<file path="config.mk">
export PLATFORM = sky130hd
export DESIGN_NAME = rtq_div
export DESIGN_NICKNAME = d
export VERILOG_FILES = /design/src/rtl/core/rtq_pkg.sv /design/src/rtl/core/rtq_div.sv
export SDC_FILE = /design/constraint.sdc
export NUM_CORES = 2
export LEC_CHECK = 0
export ABC_AREA = 1
export BUFFER_PORTS_ARGS = -buffer_cell sky130_fd_sc_hd__buf_4
export CORE_AREA = 5 5 611 462
export CTS_CLUSTER_DIAMETER = 100
export DETAILED_ROUTE_END_ITERATION = 7
export DIE_AREA = 0 0 616 467
export PLACE_DENSITY = 0.79
export SYNTH_ARGS = -nofsm -noshare
export SYNTH_HDL_FRONTEND = slang
export SYNTH_SLANG_ARGS = --single-unit
</file>
<file path="constraint.sdc">
create_clock -name clk_i -period 2.2 [get_ports clk_i]
set_input_delay 0.44 -clock clk_i [delete_from_list [all_inputs] [get_ports clk_i]]
set_output_delay 0.44 -clock clk_i [all_outputs]
set_load 0.005 [all_outputs]
</file>
<file path="src/rtl/core/rtq_pkg.sv">
// Package for the rotation matrix to quaternion unit.
// Holds field widths and the internal pipeline widths; no dependencies.
package rtq_pkg;

  localparam int unsigned FieldW  = 18;
  localparam int unsigned DiffW   = 19;
  localparam int unsigned RadW    = 21;
  localparam int unsigned SqW     = RadW + 16;
  localparam int unsigned RootW   = (SqW + 1) / 2;
  localparam int unsigned NumW    = DiffW + 15;
  localparam int unsigned QuotW   = NumW;
  localparam int unsigned TDataInW  = 168;
  localparam int unsigned TDataOutW = 72;
  localparam int unsigned SqSideW   = 3 + 3 * DiffW;
  localparam int unsigned DivSideW  = RootW + 4;

  localparam logic signed [FieldW-1:0] QOne = 18'sd65536;

endpackage

</file>
<file path="src/rtl/core/rtq_div.sv">
// Pipelined restoring divider for unsigned magnitudes, one quotient bit per stage.
// Depends on rtq_pkg; carries a sideband word alongside each value.
module rtq_div (
  input  logic                         clk_i,
  input  logic                         rst_ni,
  input  logic                         en_i,
  input  logic                         valid_i,
  input  logic [rtq_pkg::NumW-1:0]     num_i,
  input  logic [rtq_pkg::RootW-1:0]    den_i,
  input  logic [rtq_pkg::DivSideW-1:0] side_i,
  output logic                         valid_o,
  output logic [rtq_pkg::QuotW-1:0]    quot_o,
  output logic [rtq_pkg::DivSideW-1:0] side_o
);
  import rtq_pkg::*;

  localparam int unsigned RemW = RootW + 1;

  logic [NumW:0]        vld_q;
  logic [NumW-1:0]      n_q    [NumW+1];
  logic [RemW-1:0]      rem_q  [NumW+1];
  logic [RootW-1:0]     den_q  [NumW+1];
  logic [DivSideW-1:0]  side_q [NumW+1];

  always_comb begin
    n_q[0]    = num_i;
    rem_q[0]  = '0;
    den_q[0]  = den_i;
    side_q[0] = side_i;
    vld_q[0]  = valid_i;
  end

  for (genvar g = 0; g < NumW; g++) begin : g_stage
    logic [RemW:0] rem_sh;
    always_comb rem_sh = {rem_q[g], n_q[g][NumW-1]};
    always_ff @(posedge clk_i or negedge rst_ni) begin
      if (!rst_ni) begin
        vld_q[g+1] <= 1'b0;
      end else if (en_i) begin
        vld_q[g+1] <= vld_q[g];
      end
    end
    always_ff @(posedge clk_i) begin
      if (en_i) begin
        den_q[g+1]  <= den_q[g];
        side_q[g+1] <= side_q[g];
        if (rem_sh >= {2'b00, den_q[g]}) begin
          rem_q[g+1] <= RemW'(rem_sh - {2'b00, den_q[g]});
          n_q[g+1]   <= {n_q[g][NumW-2:0], 1'b1};
        end else begin
          rem_q[g+1] <= RemW'(rem_sh);
          n_q[g+1]   <= {n_q[g][NumW-2:0], 1'b0};
        end
      end
    end
  end

  assign valid_o = vld_q[NumW];
  assign quot_o  = n_q[NumW];
  assign side_o  = side_q[NumW];

endmodule
</file>
=== After elaboration in Yosys (flattened, before gate mapping) ===
Cells that the tools add are included.
W data, S select, Z words.

* Flip-flop bits (word level): 3259
* Bits of input ports: 80
* Output and inout port bits: 58
* Logic and storage cells: 303

* Add/sub/neg operators: 33
* Magnitude comparators: 34
* Mux-type cells: 67

{| class="wikitable"
|+ Operators by type and width
! cell !! number
|-
| $ge A21 B19 Y1 || 33
|-
| $mux W20 || 32
|-
| $sub A20 B19 Y20 || 32
|-
| $mux W1 || 35
|-
| $sub A1 B19 Y20 || 1
|-
| $ge A1 B19 Y1 || 1
|}

=== Depth between registers and ports, before layout ===
* Depth in word-level cells: 2
* Mapped depth: 14
* Depth with buffers taken out: 13

=== Worst setup path after synthesis ===
Ideal clock, no wire load.

* Kind: register -> register
* From: register den_q[133] (netlist name)
* To: register rem_q (netlist bit g_stage[28].rem_sh[13]) (data pin)
* Setup time: 0.253 ns
* Arrival: 1.755 ns
* Setup slack: 0.192 ns
* Cell stages (with the launch flop): 11
* Path buffers: 0
* Path through: edfxtp_1 -> ha_1 -> fa_1 -> o21ai_0 -> nand2_1 -> nand2_1 -> nand2_1 -> nand2_1 -> nand2_1 -> nand3_1 -> nand2_1

* Longest elaborated chain between the ends: 2
* Elaborated cells between the ends (all ways): 3
* Classes of those cells: add/sub (1); order compare (1); mux (1)

{| class="wikitable"
|+ RTL lines
! element !! RTL line !! source
|-
| start: declaration || rtq_div.sv:22 || <nowiki>logic [RootW-1:0] den_q [NumW+1];</nowiki>
|-
| start signal: indexed assignment || rtq_div.sv:45 || <nowiki>den_q[g+1] <= den_q[g];</nowiki>
|-
| $sub A20 B19 Y20 / $ge A21 B19 Y1 (equally long branches) || rtq_div.sv:48, rtq_div.sv:47 ||
|-
| $mux W20 (*) || rtq_div.sv:47 || <nowiki>if (rem_sh >= {2'b00, den_q[g]}) begin</nowiki>
|-
| end signal: indexed assignment || rtq_div.sv:48 || <nowiki>rem_q[g+1] <= RemW'(rem_sh - {2'b00, den_q[g]});</nowiki>
|-
| end signal: indexed assignment || rtq_div.sv:51 || <nowiki>rem_q[g+1] <= RemW'(rem_sh);</nowiki>
|-
| end: declaration || rtq_div.sv:21 || <nowiki>logic [RemW-1:0] rem_q [NumW+1];</nowiki>
|}

Mark *: on every way between the ends. The rest lies on a longest branch, timed or not.
A chain may end at the register's enable or synchronous reset.

=== Worst setup path after layout ===
* From: register den_q[574] (netlist name)
* To: register rem_q (netlist bit g_stage[5].rem_sh[1]) (data pin)

* Longest elaborated chain between the ends: 2

{| class="wikitable"
|+ RTL lines
! element !! RTL line
|-
| $ge A21 B19 Y1 || rtq_div.sv:47
|-
| $mux W20 || rtq_div.sv:47
|}

No other way between the ends.

==> flow_summary.yaml <==
power_and_ir_drop:
  power_density_nw_per_um2: 1326
  leakage_nw: 86.36
  peakVddDrop_mv: 0.6825
synthesis:
  synth_cells: 14150
  ys_ff_latch: 3259
  ys.flop_type: "edfxtp_1"
  syn_area_per_cell_um2: 10.66
  synth_area_leaders: "edfxtp_1 64%, nand2_1 12%, inv_1 5.6%"
  ys_async_sr_fraction_pct: 1.043
  syn_nets: 14900
  synth_edf_count: 3225
  yosysWarnings: 0
  netlist-cell-type-count: 40
  netlist_area_um2: 150800
  synth_top_cell_area_share_pct: 64.21
  synth_top_cell_by_area: "edfxtp_1"
  synth-seq-area-share_pct: 64.78
cells_and_area:
  utilization_pct: 70.74
  fin_area_um2: 194700
  layout_common_cells: "4461 x nand2_1, 3225 x edfxtp_1, 2526 x buf_4"
  drive_gt1_share_pct: 27.48
  regArea_um2: 97690
  layout_commonest_cell: "nand2_1"
  area_delta_synth_final_pct: 29.07
  nFillCells: 18680
  multi_input_area_um2: 50790
  nets: 17810
sta:
  finalHoldViolations: 0
  max_freq_ghz: 0.4276
  setup_viol: 55
  drv_slew: 0
  clock_skew_ns: 0.05162
  worst_pin_slew_ns: 0.6515
  fin_crit_ns: 2.339
  fin_crit_sh_pct: 106.3
  setup_ws_ns: -0.1385
  max_slew_margin_pct: 56.57
  rsz0062_at_grt: "yes"
floorplan:
  chipHeight_um: 467
  die-area_um2: 287700
  start_util_pct: 54.81
  top_level_ports: 138
  rows: 167
  core_um2: 275200
  die_width_um: 616
clock_network:
  cts_sinks: 3259
  clock_path_buffers: 4
  htreeDepth: 5
  clk_pin_slew_ns: 0.07
  cts-buffers-inserted: 320
  cts-root-buf: "clkbuf_16"
  insertion_delay_ns: 0.88
  cts_tree: "built"
grt:
  antenna_found_initial: 3
  grt_overflow: 0
  grt_max_degree: 125
  grt_pass1_vias: 100500
  track_usage_pct: 24.53
  grt_pass1_wl_um: 559600
run:
  drv_cap: 0
critical_path:
  critPathCaptureType: "register"
  worstPathRequired_ns: 2.83
  crit_end: "g_stage[5].rem_sh[1]"
  crit_path_start_kind: "register"
  rr_startpoint: "den_q[574]"
  worstReg2RegEnd: "g_stage[5].rem_sh[1]"
  crit_type: "register to register"
  cp-startpoint: "den_q[574]"
  rr_worst_depth: 14
  cp.arrival_ns: 2.97
  r2r_setup_slack_ns: -0.14
  crit_fanout: 8
hold_path:
  hp-class: "input port to register"
outcome:
  outcome: "finished with violations"
  violations: "setup timing"
detailed_routing:
  wirelength_um: 382700
  vias: 108900
  vias_per_cell: 5.195
  ant_nets: 0
  wl_per_cell_um: 18.26
  drc_errors: 0
  first_pass_iters: 8
  drtIter0Drc: 12200
placement:
  port_buffers: 137
  place_area_um2: 171800
  finalWeightedCongestion: 0.9293
  place_hpwl_um: 258600
  dp_slack_ns: -0.2683
[worst min path at each step]
stage | end | depth (start not counted) | slack (ns) | start
finish | side_q[772] | 2 | 0.27 | side_i[13]
global placement | valid_o | 1 | 0.40 | rst_ni
detailed placement | n_q[1035] | 0 | 0.40 | n_q[1068]
global route | side_q[763] | 2 | 0.20 | side_i[4]
CTS | side_q[768] | 2 | 0.18 | side_i[9]
floorplan | valid_o | 0 | 0.14 | rst_ni
[critical path: stages, from the launching register on]
cell      delay [ns]
edfxtp_1        0.48
inv_2           0.12
ha_4            0.22
nand2_1         0.07
nand2_1         0.11
inv_1           0.15
nand3_2         0.14
nand2_2         0.12
nand2_4         0.07
nand2_4         0.09
nand2_8         0.11
buf_12          0.18
nand2_2         0.05
o21ai_2         0.05
buf_4           0.12
[flip-flops by register name (all words and copies together) (netlist names)]
signal,count
den_q,627
side_o,23
vld_q,33
quot_o,34
side_q,759
n_q,1089
valid_o,1
g_stage.rem_sh,693
[cell type report]
type,count,area share [%]
antenna,4,0.005142
clock buffer,370,4.264
clock inverter,206,1.189
inverter,2299,4.528
multi-input combinational,8438,26.09
sequential,3259,50.19
tap,3633,2.335
timing repair buffer,2741,11.37
timing repair inverter,6,0.02700
[per-stage QoR]
| step | hold slack, ns | power, W | instances | TNS (ns) |
|---|---|---|---|---|
| final | 0.2652 | 0.2581 | 20960 | -2.638 |
| after global routing | 0.2035 | 0.2733 | 20960 | -13.16 |
| after CTS | 0.1764 | 0.2426 | 20610 | 0 |
| after detailed placement | 0.4045 | 0.1834 | 19870 | -16.04 |
| after global placement | 0.4001 | 0.1816 | 19870 | -13.07 |
| after floorplan | 0.1444 | 0.1419 | 14150 | 0 |
[Yosys cell counts (12+ instances only)]
cell type	n
a21oi_1	432
a21oi_2	42
buf_4	86
buf_6	66
dfrtp_1	34
edfxtp_1	3225
fa_1	32
ha_1	629
inv_1	2236
inv_2	31
inv_4	32
nand2_1	4835
nand2_2	58
nand2_4	31
nand3_1	633
nand3_2	33
nand3b_1	161
nand4_1	38
nor2_1	742
nor2_2	33
nor2b_1	15
nor3_1	146
o21ai_0	180
o21ai_1	14
o21bai_1	17
or2_1	12
xnor2_1	32
xor2_1	278
[timing repair]
item,in CTS,in global routing
hold buffers,81,0
pin swaps,8,226
cloned,1,16
hold endpoints to repair,124,0
endpoints found under the setup margin,447,655
buffers inserted,82,323
gates resized for setup,231,1366
[kinds of logic (layout without fill, tap and decap cells)]
kind of cell             Yosys count  in the layout  synth area share (%)
adder cells (fa/ha/maj)          661            661                 5.643
flip-flops                      3259           3259                 64.78
XOR/XNOR                         310            310                 1.800
AND/OR/NAND/NOR                 6776           6779                 18.63
other                              0              4                     0
AO/OA/AOI/OAI                    688            688                 2.419
buffers and inverters           2460           5622                 6.733
[routing by layer]
metal	global-route usage [%]	wire length (µm)	vias to the layer above
met5	0	31	-
met3	3.606	30980	763
li1	-	-	52270
met2	36.17	168000	4512
met1	38.68	173800	51330
met4	5.488	9821	4
[power breakdown]
part           internal, W  leakage, nW  switching (W)
clock network       0.0322         5.16         0.0242
registers           0.0820         31.9        0.00737
logic               0.0498         49.3         0.0625
Note: power is estimated with default switching activity, not from simulation.
