File: config.mk
export PLATFORM = sky130hd
export DESIGN_NAME = rtq_sqrt
export DESIGN_NICKNAME = d
export VERILOG_FILES = /design/src/rtl/core/rtq_pkg.sv /design/src/rtl/core/rtq_sqrt.sv
export SDC_FILE = /design/constraint.sdc
export NUM_CORES = 2
export LEC_CHECK = 0
export ABC_AREA = 1
export CORE_MARGIN = 3
export CORE_UTILIZATION = 40
export DETAILED_ROUTE_END_ITERATION = 16
export DONT_BUFFER_PORTS = 1
export GPL_TIMING_DRIVEN = 0
export MAX_ROUTING_LAYER = met4
export SLEW_MARGIN = 20
export SYNTH_ARGS = -nofsm -noshare
export SYNTH_HDL_FRONTEND = slang
export SYNTH_SLANG_ARGS = --single-unit
File: constraint.sdc
create_clock -name clk_i -period 2.2 [get_ports clk_i]
set_clock_uncertainty 0.05 [all_clocks]
set_input_delay 0.22 -clock clk_i [delete_from_list [all_inputs] [get_ports clk_i]]
set_output_delay 0.22 -clock clk_i [all_outputs]
set_load 0.005 [all_outputs]
File: src/rtl/core/rtq_pkg.sv
// Package for the rotation matrix to quaternion unit.
// Holds field widths and the internal pipeline widths; no dependencies.
package rtq_pkg;

  localparam int unsigned FieldW  = 18;
  localparam int unsigned DiffW   = 19;
  localparam int unsigned RadW    = 21;
  localparam int unsigned SqW     = RadW + 16;
  localparam int unsigned RootW   = (SqW + 1) / 2;
  localparam int unsigned NumW    = DiffW + 15;
  localparam int unsigned QuotW   = NumW;
  localparam int unsigned TDataInW  = 168;
  localparam int unsigned TDataOutW = 72;
  localparam int unsigned SqSideW   = 3 + 3 * DiffW;
  localparam int unsigned DivSideW  = RootW + 4;

  localparam logic signed [FieldW-1:0] QOne = 18'sd65536;

endpackage

File: src/rtl/core/rtq_sqrt.sv
// Pipelined integer square root, one result bit per stage.
// Depends on rtq_pkg; carries a sideband word alongside each value.
module rtq_sqrt (
  input  logic                        clk_i,
  input  logic                        rst_ni,
  input  logic                        en_i,
  input  logic                        valid_i,
  input  logic [rtq_pkg::SqW-1:0]     rad_i,
  input  logic [rtq_pkg::SqSideW-1:0] side_i,
  output logic                        valid_o,
  output logic [rtq_pkg::RootW-1:0]   root_o,
  output logic [rtq_pkg::SqSideW-1:0] side_o
);
  import rtq_pkg::*;

  localparam int unsigned RemW = RootW + 2;

  logic [RootW:0]        vld_q;
  logic [SqW+1:0]        x_q    [RootW+1];
  logic [RemW-1:0]       rem_q  [RootW+1];
  logic [RootW-1:0]      res_q  [RootW+1];
  logic [SqSideW-1:0]    side_q [RootW+1];

  always_comb begin
    x_q[0]    = {2'b00, rad_i};
    rem_q[0]  = '0;
    res_q[0]  = '0;
    side_q[0] = side_i;
    vld_q[0]  = valid_i;
  end

  for (genvar g = 0; g < RootW; g++) begin : g_stage
    logic [RemW-1:0] rem_sh;
    logic [RemW-1:0] trial;
    always_comb begin
      rem_sh = {rem_q[g][RemW-3:0], x_q[g][SqW -: 2]};
      trial  = {res_q[g], 2'b01};
    end
    always_ff @(posedge clk_i or negedge rst_ni) begin
      if (!rst_ni) begin
        vld_q[g+1] <= 1'b0;
      end else if (en_i) begin
        vld_q[g+1] <= vld_q[g];
      end
    end
    always_ff @(posedge clk_i) begin
      if (en_i) begin
        x_q[g+1]    <= x_q[g] << 2;
        side_q[g+1] <= side_q[g];
        if (rem_sh >= trial) begin
          rem_q[g+1] <= rem_sh - trial;
          res_q[g+1] <= {res_q[g][RootW-2:0], 1'b1};
        end else begin
          rem_q[g+1] <= rem_sh;
          res_q[g+1] <= {res_q[g][RootW-2:0], 1'b0};
        end
      end
    end
  end

  assign valid_o = vld_q[RootW];
  assign root_o  = res_q[RootW];
  assign side_o  = side_q[RootW];

endmodule

# Word-level counts from Yosys, hierarchy flattened
# Index checks and enable logic that the tools add are counted.
dict set report word_totals {
  in_bits 101
  register_bits 2016
  output_inout_bits 80
}
dict set report classes {
  n_addsub 18
  order_cmp 19
  mux 37
}
# op count
set ops {}
lappend ops {{$mux 19} 17}
lappend ops {{$ge 21x10->1} 1}
lappend ops {{$ge 21x11->1} 1}
lappend ops {{$ge 21x12->1} 1}
lappend ops {{$ge 21x13->1} 1}
lappend ops {{$ge 21x14->1} 1}
lappend ops {{$ge 21x15->1} 1}
lappend ops {{$ge 21x16->1} 1}
lappend ops {{$ge 21x17->1} 1}
lappend ops {{$ge 21x18->1} 1}
lappend ops {{$ge 21x19->1} 1}
lappend ops {{$ge 21x20->1} 1}
lappend ops {{$ge 21x3->1} 1}
lappend ops {{$ge 21x4->1} 1}
lappend ops {{$ge 21x5->1} 1}
lappend ops {{$ge 21x6->1} 1}
lappend ops {{$ge 21x7->1} 1}
lappend ops {{$ge 21x8->1} 1}
lappend ops {{$ge 21x9->1} 1}
lappend ops {{$mux 1} 20}
lappend ops {{$sub 19x10->19} 1}
lappend ops {{$sub 19x11->19} 1}
lappend ops {{$sub 19x12->19} 1}
lappend ops {{$sub 19x13->19} 1}
lappend ops {{15 further kinds} 15}

# Depth between registers and ports, before layout
dict set report depth {
  word_depth 2
  mapped_depth 14
  depth_no_buf 14
}

# Worst setup path before layout
# OpenSTA, ideal clock, no wires.
dict set report synth_path {
  kind {reg-to-reg}
  start {reg rem_q (netlist bit g_stage[10].rem_sh[8])}
  end {reg rem_q (netlist bit g_stage[11].rem_sh[10]) (data pin)}
  path_buffers 1
  period_less_slack_ps 2010
  path_stages_with_launch 10
  setup_time_ps 252
  arrival_time_ps 1707
  slack_ps 190
  t_required_ps 1898
  path_cell_list {edfxtp_1 > ha_1 > a21o_1 > nor2_1 > nor2_1 > nor2_1 > nand3_4 > buf_6 > nand2_1 > nand2_1}
}
dict set report synth_between {
  elab_chain_cells 2
  elab_cells_between_ends 3
  cone_classes {1 x add/sub; 1 x order compare; 1 x mux}
}
# item line
set synth_lines {}
lappend synth_lines {{from (decl)} rtq_sqrt.sv:20} ;# logic [RemW-1:0] rem_q [RootW+1];
lappend synth_lines {{from (signal, indexed assignment)} rtq_sqrt.sv:51} ;# rem_q[g+1] <= rem_sh - trial;
lappend synth_lines {{from (signal, indexed assignment)} rtq_sqrt.sv:54} ;# rem_q[g+1] <= rem_sh;
lappend synth_lines {{$sub 19x12->19 / $ge 21x12->1 (equally long branches)} {rtq_sqrt.sv:51, rtq_sqrt.sv:50}}
lappend synth_lines {{$mux 19 *} rtq_sqrt.sv:50} ;# if (rem_sh >= trial) begin
# Mark *: on every way between the ends. The rest lies on a longest branch, timed or not.
# A chain may end at the register's enable or synchronous reset.

# Final worst setup path
dict set report layout_path {
  start {reg rem_q (netlist bit g_stage[17].rem_sh[9])}
  end {reg rem_q (netlist bit g_stage[18].rem_sh[19]) (data pin)}
}
dict set report layout_between {
  elab_chain_cells 2
  elab_cells_between_ends 3
  cone_classes {1 x add/sub; 1 x order compare; 1 x mux}
}
# item line
set layout_lines {}
lappend layout_lines {{$sub 19x19->19 / $ge 21x19->1 (equally long branches)} {rtq_sqrt.sv:51, rtq_sqrt.sv:50}}
lappend layout_lines {{$mux 19 *} rtq_sqrt.sv:50}
# Marked as above.

==> metrics.md <==
| Metric | Value |
|---|---|
| Clk sinks | `2000` |
| Diodes inserted | `0` |
| FILL cells | `16560` |
| Routed vias | `43294` |
| Cell area after layout | `98100 µm²` |
| Status | `finished with violations` |
| GR Util All Layers | `14.3%` |
| Worst slew pin tran | `1.03 ns` |
| Critical Path AT | `2.71 ns` |
| Final WS setup | `-0.00748 ns` |
| # port buffers | `0` |
| Routed WL | `146000 µm` |
| CP endpoint kind | `flop` |
| Post-synth EDFFs | `1981` |
| Reg area | `60000 µm²` |
| Critical path class | `flop to flop` |
| Fraction of registers with async set/reset | `0.950%` |
| Worst-Skew Late Latency | `0.84 ns` |
| HP Class | `input pin to flop` |
| Dominant cell type by area after synthesis | `edfxtp_1` |
| CTS Buffer Depth | `3` |
| Synth unique cells | `52` |
| DP HPWL | `91900 µm` |
| DR vias/cell | `4.62` |
| Min Tclk post-route | `2.21 ns` |
| Max_slew headroom | `31.3%` |
| 1st-iter DRT viols | `2787` |
| Top cell type's share of synthesized area | `75.3%` |
| Main synth FF type | `edfxtp_1` |
| Root Driver | `clkbuf_16` |
| Synthesis-stage register bit count | `2000` |
| Initial antenna violation count | `3` |
| GP Congestion | `0.890` |
| Vias in the first global route | `42073` |
| Placement Cell Area | `82500 µm²` |
| Average wire per standard cell | `15.6 µm` |
| Die H | `450 µm` |
| Critical Path RT | `2.70 ns` |
| IO Count | `181` |
| Post-synthesis sequential area ratio | `75.9%` |
| Footprint of the multi-input gates | `19200 µm²` |
| Startpoint types | `flop` |
| Max Fclk | `453 MHz` |
| Synthesis warning total | `0` |
| Lkg Pwr | `38.3 nW` |
| Hold buffer count at cts | `198` |
| NumNets Final | `6886` |
| Fin crit share | `100%` |
| CTS tree | `built` |
| Most frequent cells after synthesis | `edfxtp_1, nand2_1, inv_1, nor2_1, nand3_1` |
| Syn_nets | `6177` |
| Area grow syn2layout | `24.2%` |
| Max VDD drop | `0.886 mV` |
| Mapped cell area | `79000 µm²` |
| Detailed Routing Iterations Pass 1 | `5` |
| Largest net degree at the start of global routing | `199` |
| Area contributors post-synth | `edfxtp_1, nand2_1, inv_1, ha_1, nand3_1` |
| # DRC | `0` |
| Power density cells | `964 nW/µm²` |
| Fin util | `50.2%` |
| Syn_area_per_cell | `13.5 µm²` |
| Clock buffer count from CTS | `206` |
| Grt ovf | `0` |
| Most frequent cell after synthesis | `edfxtp_1` |
| Hold WS | `-0.565 ns` |
| Chip Width | `450 µm` |
| Initial Utilization | `40.4%` |
| Rows | `162` |
| Synth Instances | `5869` |
| Routed Antenna Nets | `0` |
| RSZ-0062 raised after global routing | `true` |
| Max-cap violations | `0` |
| Failing checks | `negative hold slack, negative setup slack` |
| CP max FO | `8` |
| Final max-slew violation count | `0` |
| H-Tree Depth | `4` |
| Clock transition at path regs | `0.06 ns` |
| Final-report hold violation count | `85` |
| First-pass GRT wire length | `226000 µm` |
| Core Area | `196000 µm²` |
| Final setup viols | `1` |
| Fraction of layout cells with a size suffix above 1 | `21.4%` |
| Die area | `203000 µm²` |
==> cells by family (layout without fill, tap and decap cells) <==
group                      count (synthesis)  after routing  synth area share, %
AOI/OAI and AO/OA                        327            327                 2.26
buffers and inverters                    838           1722                 4.51
DFF                                     2000           2000                 75.9
adders and majority gates                207            207                 3.28
other                                      1              1              0.00475
and+or+nand+nor                         2356           2356                 12.4
muxes                                      1              1               0.0143
xor gates and xnor gates                 139            139                 1.54
==> final cells by class <==
type | count | area share, %
Clock inverter | 141 | 1.61
Sequential cell | 2000 | 61.1
Tap cell | 2624 | 3.35
Timing Repair Buffer | 505 | 5.11
Clock buffer | 242 | 5.39
Timing Repair inverter | 4 | 0.0434
Multi-Input combinational cell | 3031 | 19.6
Inverter | 735 | 2.87
Buffer | 95 | 0.888
==> critical path, stage by stage (launching register included) <==
cell and delay (ns):
edfxtp_1 0.46, ha_4 0.30, nand2_2 0.07, inv_2 0.04, nand2_2 0.09, buf_6 0.12
inv_4 0.03, a21oi_4 0.16, nand2_4 0.08, nand2_4 0.08, nand2_8 0.12, buf_12 0.19
nand3_4 0.06, nand2_2 0.06
==> registers in the layout, summed over array words and instances, names as in the netlist <==
register and cells:
side_q 1080, root_o 19, valid_o 1, g_stage.rem_sh 345
vld_q 18, x_q 306, side_o 60, g_stage.trial 171
==> stage by stage <==
step                      power [W]  instances  hold WS (ns)  setup WS (ns)  setup TNS [ns]
after global placement       0.0565       8493        -0.125         -0.532         -272.97
after detailed placement     0.0572       8504        -0.125          -1.55        -1210.74
after floorplan              0.0536       5869        -0.126          0.190               0
after CTS                    0.0939       9210        -0.668        -0.0587          -0.437
final                        0.0946       9377        -0.565       -0.00748        -0.00748
after global routing         0.0994       9377        -0.652        -0.0889           -3.15
==> per-layer routing <==
layer | up-vias | share of wire [%] | track usage, %
li1 | 21584 | - | -
met4 | 0 | 3.1 | 4.88
met3 | 280 | 3.7 | 2.47
met5 | - | 0 | -
met2 | 704 | 48 | 22.9
met1 | 20726 | 45 | 18.5
==> path summary, 6_finish.rpt <==
| kind | startpoint | endpoint | slack (ns) | cells after the start |
|---|---|---|---|---|
| max in group asynchronous | rst_ni | valid_o | 1.16 | 2 |
| setup reg to reg | g_stage[17].rem_sh[9] | g_stage[18].rem_sh[19] | -0.007 | 13 |
| hold reg to reg | side_q[453] | side_q[393] | 0.33 | 0 |
| setup / recovery | g_stage[17].rem_sh[9] | g_stage[18].rem_sh[19] | -0.007 | 13 |
| hold / removal | en_i | side_q[1085] | -0.57 | 0 |
| min in group asynchronous | rst_ni | vld_q[15] | 0.42 | 2 |
==> report_power, final <==
part	switching [W]	internal [W]	leakage (nW)
Sequential	0.00156	0.0456	19.4
Combinational	0.00764	0.00534	15.5
Clock	0.0146	0.0199	3.31
Total	0.0238	0.0708	38.3
==> placed cells by master (no fill, tap or decap), drive strengths merged, types with 2 or more instances in the layout <==
master / netlist / layout
a211oi: 2 / 2
a21o: 3 / 3
a21oi: 193 / 193
and2: 3 / 3
and3: 3 / 3
buf: 98 / 376
bufbuf: 0 / 6
bufinv: 0 / 21
clkbuf: 5 / 262
clkinv: 1 / 100
clkinvlp: 0 / 11
dfrtp: 19 / 19
dlygate4sd3: 0 / 198
edfxtp: 1981 / 1981
ha: 207 / 207
inv: 734 / 748
nand2: 1513 / 1513
nand3: 300 / 300
nand3b: 48 / 48
nand4: 37 / 37
nor2: 396 / 396
nor3: 42 / 42
nor4: 3 / 3
o211ai: 2 / 2
o21a: 6 / 6
o21ai: 109 / 109
o21bai: 6 / 6
o31ai: 4 / 4
or2: 9 / 9
xnor2: 36 / 36
xor2: 103 / 103
==> what timing repair did <==
action                     CTS  global route
hold endpoints to repair   286           147
gates cloned                10            19
gates resized for setup    307           609
setup endpoints to repair  841           463
setup buffers              120           151
pin swaps                   68           213
(Power assumes the default switching activity.)
